## src/hw/rtl/urpc_pkg.sv

```systemverilog
`timescale 1ns / 1ps
// Shared types, character constants and helpers for the route path checker.
// No dependencies.
package urpc_pkg;

  localparam logic [7:0] ChSlash   = 8'h2F;
  localparam logic [7:0] ChDot     = 8'h2E;
  localparam logic [7:0] ChBslash  = 8'h5C;
  localparam logic [7:0] ChQmark   = 8'h3F;
  localparam logic [7:0] ChHash    = 8'h23;
  localparam logic [7:0] ChPercent = 8'h25;
  localparam logic [7:0] ChDash    = 8'h2D;
  localparam logic [7:0] ChUscore  = 8'h5F;
  localparam logic [7:0] ChTilde   = 8'h7E;
  localparam logic [7:0] ChDel     = 8'h7F;
  localparam logic [7:0] ChSpace   = 8'h20;
  localparam logic [7:0] ChNul     = 8'h00;

  localparam logic [1:0] EscNone = 2'd0;
  localparam logic [1:0] EscHigh = 2'd1;
  localparam logic [1:0] EscLow  = 2'd2;
  localparam logic [1:0] EscBad  = 2'd3;

  localparam logic [1:0] PosMax = 2'd2;
  localparam logic [1:0] SegMax = 2'd3;

  typedef struct packed {
    logic [1:0] position;
    logic [1:0] seg_len;
    logic       first_dot;
    logic       second_dot;
    logic [1:0] esc_phase;
    logic [3:0] esc_hi;
    logic       rejected;
  } state_t;

  // bit 4 set: not a hex digit
  function automatic logic [4:0] hex_value(input logic [7:0] b);
    logic [7:0] t;
    begin
      t = 8'd0;
      if (b >= 8'h30 && b <= 8'h39) begin
        t = b - 8'h30;
      end else if (b >= 8'h61 && b <= 8'h66) begin
        t = b - 8'h57;
      end else if (b >= 8'h41 && b <= 8'h46) begin
        t = b - 8'h37;
      end else begin
        t = 8'd16;
      end
      return t[4:0];
    end
  endfunction

endpackage

```

## src/hw/rtl/urpc_step.sv

```systemverilog
`timescale 1ns / 1ps
// Next-state and verdict logic for one path byte or end marker.
// Depends on urpc_pkg.
module urpc_step import urpc_pkg::*; (
  input  state_t     state_i,
  input  logic [7:0] byte_i,
  input  logic       end_i,
  output state_t     state_o,
  output logic       ok_o
);

  function automatic logic seg_is_dots(input state_t s);
    return (s.seg_len == 2'd1 && s.first_dot) ||
           (s.seg_len == 2'd2 && s.first_dot && s.second_dot);
  endfunction

  function automatic state_t count_byte(input state_t s, input logic [7:0] b);
    state_t r;
    begin
      r = s;
      if (s.seg_len == 2'd0) begin
        r.first_dot = (b == ChDot);
      end else if (s.seg_len == 2'd1) begin
        r.second_dot = (b == ChDot);
      end
      if (s.seg_len != SegMax) begin
        r.seg_len = s.seg_len + 2'd1;
      end
      return r;
    end
  endfunction

  logic [4:0] hv;
  logic [7:0] dec;
  logic       first;
  logic       plain;
  state_t     s;

  always_comb begin
    hv    = hex_value(byte_i);
    dec   = {state_i.esc_hi, hv[3:0]};
    first = (state_i.position == 2'd0);
    plain = (byte_i >= 8'h30 && byte_i <= 8'h39) ||
            (byte_i >= 8'h41 && byte_i <= 8'h5A) ||
            (byte_i >= 8'h61 && byte_i <= 8'h7A) ||
            (byte_i inside {ChDash, ChDot, ChUscore, ChTilde, ChPercent});
    ok_o  = !state_i.rejected && (state_i.position != 2'd0) &&
            (state_i.esc_phase == EscNone) && !seg_is_dots(state_i);
    s     = state_i;
    if (end_i) begin
      s = '0;
    end else begin
      if (state_i.position != PosMax) begin
        s.position = state_i.position + 2'd1;
      end
      if (!state_i.rejected) begin
        if (state_i.esc_phase != EscNone) begin
          s = count_byte(s, byte_i);
          if (hv[4]) begin
            s.rejected = 1'b1;
          end else if (state_i.esc_phase == EscHigh) begin
            s.esc_hi    = hv[3:0];
            s.esc_phase = EscLow;
          end else begin
            s.esc_phase = EscNone;
            s.esc_hi    = 4'd0;
            if (dec inside {ChDot, ChSlash, ChBslash, ChNul}) begin
              s.rejected = 1'b1;
            end
          end
        end else if (first) begin
          if (byte_i != ChSlash) begin
            s.rejected = 1'b1;
          end
        end else if (byte_i < ChSpace ||
                     (byte_i inside {ChDel, ChBslash, ChQmark, ChHash})) begin
          s.rejected = 1'b1;
        end else if (byte_i == ChSlash) begin
          if (state_i.seg_len == 2'd0 || seg_is_dots(state_i)) begin
            s.rejected = 1'b1;
          end else begin
            s.seg_len    = 2'd0;
            s.first_dot  = 1'b0;
            s.second_dot = 1'b0;
          end
        end else if (!plain) begin
          s.rejected = 1'b1;
        end else begin
          s = count_byte(s, byte_i);
          if (byte_i == ChPercent) begin
            s.esc_phase = EscHigh;
          end
        end
      end
    end
    state_o = s;
  end

endmodule

```

## config.mk

```make
export PLATFORM = sky130hd
export DESIGN_NAME = urpc_step
export DESIGN_NICKNAME = d
export VERILOG_FILES = /design/src/hw/rtl/urpc_pkg.sv /design/src/hw/rtl/urpc_step.sv
export SDC_FILE = /design/constraint.sdc
export NUM_CORES = 1
export LEC_CHECK = 0
export BUFFER_PORTS_ARGS = -buffer_cell sky130_fd_sc_hd__buf_2
export CORE_ASPECT_RATIO = 1.5
export CORE_MARGIN = 2
export CORE_UTILIZATION = 35
export DETAILED_ROUTE_END_ITERATION = 7
export PLACE_DENSITY = 0.6
export SYNTH_ARGS = -nofsm -noshare
export SYNTH_HDL_FRONTEND = slang
export SYNTH_SLANG_ARGS = --single-unit
```

## constraint.sdc

```tcl
create_clock -name vclk -period 5.3
set_input_delay 1.59 -clock vclk [all_inputs]
set_output_delay 1.59 -clock vclk [all_outputs]
set_load 0.01 [all_outputs]
```

# After elaboration in Yosys (flattened, before gate mapping)
# Index checks and enable logic that the tools add are counted.
[classes]
n_mux = 29
addsub = 5
n_reduce_logical = 28
n_lt_le_gt_ge = 9
eq_ne = 19
[ops]
columns = ["cell", "count"]
rows = [
  ["8-bit by 6-bit == test with 1-bit output (second input constant)", 8],
  ["8-bit by 7-bit == test with 1-bit output (second input constant)", 5],
  ["8-bit by 7-bit less-or-equal comparator with 1-bit output (second input constant)", 4],
  ["10-bit two-way mux", 3],
  ["11-bit two-way mux", 2],
  ["6-bit two-way mux", 3],
  ["8-bit by 7-bit >= comparator with 1-bit output (second input constant)", 2],
  ["5-bit two-way mux", 3],
  ["5-bit subtractor (second input constant)", 3],
  ["13-bit two-way mux", 1],
  ["1-bit two-way mux", 12],
  ["1-bit logical AND", 11],
  ["8-bit by 6-bit >= comparator with 1-bit output (second input constant)", 1],
  ["8-bit by 6-bit less-or-equal comparator with 1-bit output (second input constant)", 1],
  ["8-bit logical NOT", 1],
  ["8-bit by 6-bit less-than comparator with 1-bit output (second input constant)", 1],
  ["4-bit two-way mux", 2],
  ["8-bit by 6-bit inequality test with 1-bit output (second input constant)", 1],
  ["4-bit nonzero test", 2],
  ["2-bit logical NOT", 3],
  ["1-bit logical OR", 6],
  ["2-bit two-way mux", 3],
  ["5-bit nonzero test", 1],
  ["2-bit by 1-bit adder with 2-bit output (second input constant)", 2],
  ["other kinds (5)", 9],
]
[totals]
output_inout_bits = 14
word_cells = 90
ff_bits = 0

# Logic depth before layout (Yosys ltp)
# Gate-level depths: netlist of run 1.
[logic_depth]
depth_word = 13
mapped_depth = 9
depth_no_buf = 8

# Least setup slack after synthesis of run 1
# Ideal clock, no wire load.
[synth_timing]
path_kind = "input port to output port"
start = "input byte_i[1]"
end = "output state_o[3] (netlist name)"
required_time_ns = 3.710
path_slack_ns = 0.073
cell_stages = 9
arrival_ns = 3.637
path_buffers = 1
path_cell_list = "buf_1 -> inv_1 -> ha_1 -> or4b_4 -> a211o_1 -> o21ai_2 -> a21oi_1 -> a21o_1 -> o22ai_1"
[synth_rtl]
columns = ["item", "line", "text"]
rows = [
  ["start, declared", "urpc_step.sv:6", "input logic [7:0] byte_i,"],
  ["end, declared", "urpc_step.sv:8", "output state_t state_o,"],
]

==> metrics.yaml, run 1 <==
syn_area_um2: 1160
synth_top_area_share_pct: 6.82
num_vias: 1295
netlist_instances: 156
status: "completed"
route.detailed.drc: 0
wire_per_inst_um: 14.3
first_pass_iters: 4
slew_viol_final: 0
drt_iter0_drc: 37
io_buffers: 36
setup.worst_path.end_class: "output pin"
yosys-top-cells-area: "buf_6 (6.8%), ha_1 (6.5%), a21oi_1 (3.9%)"
netSwitchingPower_uw: 56.3
start_util_pct: 36.6
p_int_uw: 40.6
fin_util_pct: 41.9
holdBufCountCts: 0
fin_nets: 215
design.seq.count: 0
switching_share_pct: 58.1
cp.required_ps: 3710
seqCellArea_um2: 0
syn_area_per_cell_um2: 7.41
fmax_ghz: 0.193
yosysSeqAreaShare_pct: 0
synth_fp_nets: 184
grt_pass1_wl_um: 5390
finalSetupTns_ps: 0
core-area_um2: 3160
antenna_left: 0
setup_violations: 0
dieArea_um2: 3790
drv_cap: 0
path_class: "input pin to output pin"
grt_max_degree: 22
routed_via_density: 5.76
antenna_cells: 0
antenna_found_initial: 0
wl_um: 3220
rows: 25
area_delta_synth_final_pct: 14.4
crit_arrival_ps: 3590
hpwl_um: 2550
crit_path_max_fanout: 10
hp-class: "input pin to output pin"
sequentialPowerShare_pct: 0
fp.dieH_um: 74.4
drive_gt1_share_pct: 33.0
critPathLaunchType: "input pin"
leakagePower_nw: 0.556
grt_pass1_vias: 1257
dpl-instance-area_um2: 1310
power.density_nw_per_um2: 73.3
grt_use_total_pct: 17.2
finalHoldViolCount: 0
clock_power_share_pct: 0
io_pins: 36
finalCritPeriodShare_pct: 97.8
combinationalPowerShare_pct: 100.0
min_period_ps: 5180
netlist.top_cell.by_area: "buf_6"
yosys_warnings: 0
die_x_um: 50.9
overflow: 0
ys_types: 64
slew_headroom_pct: 75.3
tightest_slew_ps: 370
ir_worst_vdd_v: 0.0000349
globalplace.congestion: 0.812
nClkBuffers: 0
design_area_um2: 1320
[repair_timing]
action                                  4_1_cts  5_1_grt
endpoints found under the setup margin        0        6
resized for setup                             0        1
setup buffers                                 0        1
[metrics by stage]
step / setup slack (ps) / std cells / hold slack, ps / power, mW
finish: 118 / 225 / 3510 / 0.0969
global route: -3.50 / 225 / 3540 / 0.107
CTS: 55.4 / 224 / 3510 / 0.0960
detailed placement: 66.0 / 224 / 3510 / 0.0958
global placement: 78.8 / 224 / 3510 / 0.0945
floorplan: 72.8 / 156 / 3250 / 0.0691
[cells by family (layout without fill, tap and decap cells)]
| logic type | count (synthesis) | after routing | synth area share [%] |
|---|---|---|---|
| muxes | 2 | 2 | 1.73 |
| xor gates and xnor gates | 4 | 4 | 3.03 |
| buffers and inverters | 23 | 52 | 13.0 |
| adders and majority gates | 6 | 6 | 6.49 |
| AOI/OAI and AO/OA | 54 | 54 | 38.2 |
| and+or+nand+nor | 67 | 67 | 37.6 |
[placed cells by master, fill, tap and decap left out, drive strengths merged, types with 2 or more instances in the layout]
| master | Yosys | final |
|---|---|---|
| a31oi | 4 | 4 |
| nor2b | 5 | 5 |
| a2bb2oi | 2 | 2 |
| o32ai | 3 | 3 |
| o21ai | 5 | 5 |
| ha | 6 | 6 |
| nand3 | 6 | 6 |
| xnor2 | 2 | 2 |
| a22oi | 2 | 2 |
| a22o | 5 | 5 |
| o21a | 2 | 2 |
| and3 | 3 | 3 |
| nand2 | 11 | 11 |
| a211oi | 2 | 2 |
| a311oi | 2 | 2 |
| nor4 | 5 | 5 |
| nor4b | 3 | 3 |
| nand4 | 2 | 2 |
| buf | 9 | 42 |
| a21oi | 11 | 11 |
| nand4b | 2 | 2 |
| nor3 | 3 | 3 |
| mux2i | 2 | 2 |
| nand3b | 3 | 3 |
| nor3b | 3 | 3 |
| a211o | 2 | 2 |
| nor2 | 11 | 11 |
| or2b | 2 | 2 |
| a21o | 2 | 2 |
| xor2 | 2 | 2 |
| inv | 10 | 10 |
[synth_stat cells (all sizes together) (3+ instances only)]
library cell,count
nor4b,3
nand2,11
nor2b,5
nor3,3
a21oi,11
nor3b,3
and3,3
nor4,5
o32ai,3
ha,6
nand3,6
a31oi,4
clkbuf,4
nor2,11
o21ai,5
nand3b,3
inv,10
buf,9
a22o,5
[metal layers]
metal | share of wire [%] | routed length, µm | track usage (%) | vias to the layer above
met5 | 0 | 0 | 0 | -
met4 | 0 | 0 | 0.601 | 0
met3 | 1.3 | 42 | 0.201 | 0
met2 | 55 | 1770 | 35.2 | 20
met1 | 44 | 1410 | 20.5 | 618
li1 | - | - | - | 657
[final timing paths]
check                  start    endpoint  slack, ps  depth (start not counted)
hold / removal    state_i[0]        ok_o       3510                          3
setup / recovery   byte_i[0]  state_o[3]        120                         10
[worst max-delay path, stage by stage]
cell and delay (ps):
buf_2 160, inv_1 90, ha_1 200, or4b_4 490, a211o_1 310, o21ai_2 90
a21oi_2 100, a21o_1 250, o22ai_1 160, buf_2 150
[power by group through the flow]
| stage | Combinational [mW] | Sequential (mW) | Clock (mW) |
|---|---|---|---|
| 3_3_place_gp | 0.0945 | 0 | 0 |
| 5_1_grt | 0.107 | 0 | 0 |
| 3_5_place_dp | 0.0958 | 0 | 0 |
| 6_report | 0.0969 | 0 | 0 |
| 4_1_cts | 0.0960 | 0 | 0 |
| 2_1_floorplan | 0.0691 | 0 | 0 |
[area by class of cell]
class,instances,area (µm²)
Multi-Input combinational cell,133,1010
Inverter,10,37.5
Tap cell,40,50.0
Timing Repair Buffer,42,225
Fill cell,347,1840
(Power assumes the default switching activity.)
==> run 2, diff against run 1 <==
--- a/config.mk
+++ b/config.mk
@@ -5,7 +5,7 @@
 export SDC_FILE = /design/constraint.sdc
 export NUM_CORES = 1
 export LEC_CHECK = 0
-export BUFFER_PORTS_ARGS = -buffer_cell sky130_fd_sc_hd__buf_2
+export BUFFER_PORTS_ARGS = -buffer_cell sky130_fd_sc_hd__clkbuf_2
 export CORE_ASPECT_RATIO = 1.5
 export CORE_MARGIN = 2
 export CORE_UTILIZATION = 35
==> constraint.sdc (replaced) <==
create_clock -name vclk -period 4.9
set_input_delay 1.47 -clock vclk [all_inputs]
set_output_delay 1.47 -clock vclk [all_outputs]
set_load 0.01 [all_outputs]
==> run 2 against run 1 <==
  * Die area unchanged
  * Largest cell class unchanged
  * Routed wire length up 11%
  * Largest power group unchanged
  * Utilization up 6.1 points
  * First-iteration DRC count up 2.7%
  * Setup slack worse by 55 ps
  * Global-route usage up 1.4 points
  * Critical path depth unchanged
  * Critical path type unchanged
==> metrics.yaml, run 2 (synthesis results as in run 1) <==
setup.worst_path.end_class: "output pin"
slew_headroom_pct: 74.0  # -1.3 points
path_class: "input pin to output pin"
drv_cap: 0  # unchanged
fin_util_pct: 48.0  # +6.1 points
design.seq.count: 0  # unchanged
fin_nets: 228  # +6.0%
crit_path_max_fanout: 4  # -6
wire_per_inst_um: 15.0  # +5.0%
first_pass_iters: 4  # unchanged
status: "completed"
setup_violations: 0  # unchanged
dp.cells: 237  # +5.8%
die_x_um: 50.9  # unchanged
antenna_left: 0  # unchanged
overflow: 0  # unchanged
route.detailed.drc: 0  # unchanged
drt_iter0_drc: 38  # +2.7%
final_cell_mix: "clkbuf_2 (28), buf_4 (18), nand2_1 (11), nor2_1 (11), inv_1 (8)"
leakagePower_nw: 0.635  # +14%
grt_max_degree: 15  # -32%
area_delta_synth_final_pct: 31.2
hpwl_um: 2920  # +15%
final_common_cell: "clkbuf_2"
critPathLaunchType: "input pin"
start_util_pct: 36.6  # unchanged
grt_pass1_wl_um: 5770  # +7.1%
rsz0062_at_grt: "true"
final_cells: 238  # +5.8%
slew_viol_final: 0  # unchanged
io_buffers: 36  # unchanged
antenna_found_initial: 0  # unchanged
holdWs_ps: 3280  # -231 ps
path_cells: "buf_12 > inv_8 > ha_4 > or4b_4 > o22a_1 > o21ai_4 > a311oi_2 > a21oi_2 > a22o_1 > buf_2"
nClkBuffers: 0  # unchanged
crit_arrival_ps: 3370  # -220 ps
tightest_slew_ps: 380  # +10.6 ps
crit_family: "compound AO/OA/AOI/OAI gates"
min_period_ps: 4840
worst_slack_ps: 63.4  # -55.1 ps
num_vias: 1399  # +8.0%
power.density_nw_per_um2: 80.9  # +10%
path_buf_inv: 3  # unchanged
ir_worst_vdd_v: 0.0000431  # +23%
finalCritPeriodShare_pct: 98.7
globalplace.congestion: 0.939  # +16%
wl_um: 3580  # +11%
io_pins: 36  # unchanged
power_uw: 123  # +27%
hp-class: "input pin to output pin"
drive_gt1_share_pct: 41.9  # +8.9 points
finalHoldViolCount: 0  # unchanged
grt_pass1_vias: 1279  # +1.8%
cp.required_ps: 3430  # -280 ps
fmax_ghz: 0.207
rows: 25  # unchanged
fp.dieH_um: 74.4  # unchanged
dieArea_um2: 3790  # unchanged
grt_use_total_pct: 18.6  # +1.4 points
antenna_cells: 0  # unchanged
holdBufCountCts: 0  # unchanged
dp_slack_ps: -49.8  # -116 ps
routed_via_density: 5.88  # +2.1%
core-area_um2: 3160  # unchanged
seqCellArea_um2: 0  # unchanged
crit_path_max_incr_delay_ps: 540  # +50 ps
slowest_stage: "or4b_4"
==> run 2: changes by cell type in the layout (fill, tap and decap cells not counted), sizes merged <==
cell	before	now
clkbuf	0	28
buf	42	27
==> run 2: path summary, 6_finish.rpt <==
kind        from    endpoint  depth (start not counted)
min   state_i[0]        ok_o                          3
max    byte_i[1]  state_o[8]                         10
==> run 2: power breakdown <==
part | internal, mW | leakage, nW | switching, mW
logic | 0.0558 | 0.635 | 0.0669
registers | 0 | 0 | 0
clock network | 0 | 0 | 0
total | 0.0558 | 0.635 | 0.0669
==> run 2: what timing repair did <==
item                                    4_1_cts  5_1_grt
pin swaps                                     3       12
endpoints found under the setup margin        8       11
resized for setup                             3       31
buffers inserted                              0        1
==> run 2: final cells by class <==
| type | count | area [µm²] |
|---|---|---|
| fillers | 324 | 1640 |
| inverters | 10 | 47.5 |
| multi-input cells | 133 | 1060 |
| well taps | 40 | 50.0 |
| repair buffers | 55 | 357 |
==> run 2: stage by stage <==
| stage | setup TNS (ps) | area (µm²) |
|---|---|---|
| 2_1_floorplan | 0 | 1160 |
| 3_3_place_gp | 0 | 1410 |
| 3_5_place_dp | -263 | 1410 |
| 4_1_cts | 0 | 1420 |
| 5_1_grt | -68.1 | 1520 |
| 6_report | 0 | 1520 |
==> run 2: routing by layer <==
| metal | global-route usage, % | wire (µm) |
|---|---|---|
| met1 | 21.7 | 1480 |
| met4 | 4.20 | 46 |
| met2 | 36.7 | 1970 |
| met5 | 0 | 0 |
| met3 | 0.602 | 80 |
==> run 3, diff against run 2 <==
--- a/config.mk
+++ b/config.mk
@@ -8,9 +8,9 @@
 export BUFFER_PORTS_ARGS = -buffer_cell sky130_fd_sc_hd__clkbuf_2
 export CORE_ASPECT_RATIO = 1.5
 export CORE_MARGIN = 2
-export CORE_UTILIZATION = 35
+export CORE_UTILIZATION = 55
 export DETAILED_ROUTE_END_ITERATION = 7
-export PLACE_DENSITY = 0.6
+export PLACE_DENSITY = 0.87
 export SYNTH_ARGS = -nofsm -noshare
 export SYNTH_HDL_FRONTEND = slang
 export SYNTH_SLANG_ARGS = --single-unit
==> run 3 against run 2 <==
  * Final cell count fell by 8.4%
  * Routed wire length rose by 8.8%
  * Critical path depth fell by 1
  * First-iteration DRC count rose by 110%
  * Design area fell by 1.1%
  * Die area fell by 34%
  * Sequential cell count did not move
  * Global-route usage rose by 9.5 points
  * Largest power group unchanged
==> metrics.yaml, run 3 (synthesis results as in run 1) <==
status: "completed"
overflow: 0  # unchanged
holdBufCountCts: 0  # unchanged
combinationalPowerShare_pct: 100.0  # about the same
seqCellArea_um2: 0  # unchanged
globalplace.congestion: 0.915  # -2.5%
grt_max_degree: 15  # unchanged
start_util_pct: 57.8  # +21 points
final_common_cell: "clkbuf_2"
hpwl_um: 2890  # -1.1%
finalCritPeriodShare_pct: 99.5  # +0.83 points
finalHoldViolCount: 0  # unchanged
path_class: "input pin to output pin"
num_vias: 1463  # +4.6%
routed_via_density: 6.71  # +14%
cp.required_ps: 3430  # about the same
final_cell_mix: "clkbuf_2 (31), buf_4 (17), nand2_1 (11), nor2_1 (11)"
io_pins: 36  # unchanged
die_x_um: 41.4  # -19%
slew_headroom_pct: 67.9  # -6.1 points
design_area_um2: 1500  # -1.1%
area_delta_synth_final_pct: 29.8
netSwitchingPower_uw: 71.1  # +6.3%
hold_depth: 3  # unchanged
drt_iter0_drc: 81  # +110%
wl_um: 3900  # +8.8%
wire_per_inst_um: 17.9  # +19%
fin_nets: 226  # -0.88%
crit_path_max_fanout: 10  # +6
antenna_cells: 0  # unchanged
slowest_stage: "or3b_4"
antenna_left: 0  # unchanged
route.detailed.drc: 0  # unchanged
drv_cap: 0  # unchanged
leakagePower_nw: 0.627  # -1.2%
drive_gt1_share_pct: 43.4  # +1.4 points
dp_slack_ps: -184  # -134 ps
grt_use_total_pct: 28.1  # +9.5 points
rsz0062_at_grt: "true"
holdWs_ps: 3290  # +13.8 ps
sequentialPowerShare_pct: 0  # unchanged
worst_slack_ps: 22.5  # -40.9 ps
crit_path_max_incr_delay_ps: 480  # -60 ps
hp-class: "input pin to output pin"
grt_pass1_vias: 1389  # +8.6%
critPathLaunchType: "input pin"
dieArea_um2: 2490  # -34%
rows: 20  # -20%
nClkBuffers: 0  # unchanged
first_pass_iters: 4  # unchanged
fmax_ghz: 0.205  # -0.84%
switching_share_pct: 57.1  # +2.6 points
slew_viol_final: 0  # unchanged
p_int_uw: 53.4  # -4.3%
clock_power_share_pct: 0  # unchanged
min_period_ps: 4880  # +40.9 ps
fp.dieH_um: 60.2  # -19%
ir_worst_vdd_v: 0.0000452  # +4.9%
power.density_nw_per_um2: 83.0  # +2.6%
dpl-instance-area_um2: 1360  # -3.2%
crit_arrival_ps: 3410  # +40 ps
crit_family: "simple AND/OR/NAND/NOR gates"
core-area_um2: 2000  # -37%
path_cells: "buf_2 > or3b_4 > nor4_4 > buf_4 > nand3b_1 > a22oi_2 > nor3b_2 > a22o_1 > clkbuf_2"
grt_pass1_wl_um: 5770  # unchanged
whs_endpoint: "ok_o"
path_buf_inv: 3  # unchanged
crit_start: "byte_i[7]"
design.seq.count: 0  # unchanged
setup_violations: 0  # unchanged
setup.worst_path.end_class: "output pin"
antenna_found_initial: 0  # unchanged
hold_start: "state_i[0]"
tightest_slew_ps: 479  # +99.0 ps
io_buffers: 36  # unchanged
==> run 3: final cells by class <==
| cell class | instances | area (µm²) |
|---|---|---|
| multi-input combinational | 133 | 1100 |
| fill | 154 | 502 |
| timing repair buffer | 53 | 324 |
| inverter | 10 | 45.0 |
| tap | 22 | 27.5 |
==> run 3: worst max-delay path by stage <==
| stage | end | slack (ps) | cells after the start |
|---|---|---|---|
| 6_report | state_o[9] | 20 | 9 |
| 5_1_grt | state_o[4] | -110 | 8 |
| 4_1_cts | state_o[10] | 4 | 10 |
| 3_5_place_dp | state_o[10] | -180 | 10 |
| 3_3_place_gp | state_o[10] | -30 | 10 |
| 2_1_floorplan | state_o[2] | 40 | 9 |
==> run 3: metal layers <==
layer	vias to the layer above	share of wire, %	track usage (%)
li1	684	-	-
met1	681	36	29.3
met2	78	56	54.9
met3	20	4.7	1.81
met4	0	3.7	15.7
met5	-	0	0
==> run 3: worst min-delay path: stages <==
cell	delay (ps)
clkbuf_2	140
a2111oi_0	90
clkbuf_2	130
==> run 3: power groups by stage <==
stage,clock network (mW),registers (mW),logic [mW]
CTS,0,0,0.112
detailed placement,0,0,0.111
floorplan,0,0,0.0748
finish,0,0,0.125
global placement,0,0,0.106
global route,0,0,0.134
==> run 3: repair_timing <==
action,4_1_cts,5_1_grt
hold endpoints to repair,0,0
pin swaps,4,13
setup buffers,0,2
gates resized for setup,2,30
setup endpoints to repair,8,11
==> run 3: stage by stage <==
stage | std cells | setup TNS (ps) | utilization [%] | total power, mW
finish | 218 | 0 | 74.9 | 0.125
global route | 218 | -386 | 74.9 | 0.134
CTS | 216 | 0 | 68.6 | 0.112
detailed placement | 216 | -586 | 68.1 | 0.111
global placement | 216 | -26.0 | 68.1 | 0.106
floorplan | 156 | 0 | - | 0.0748
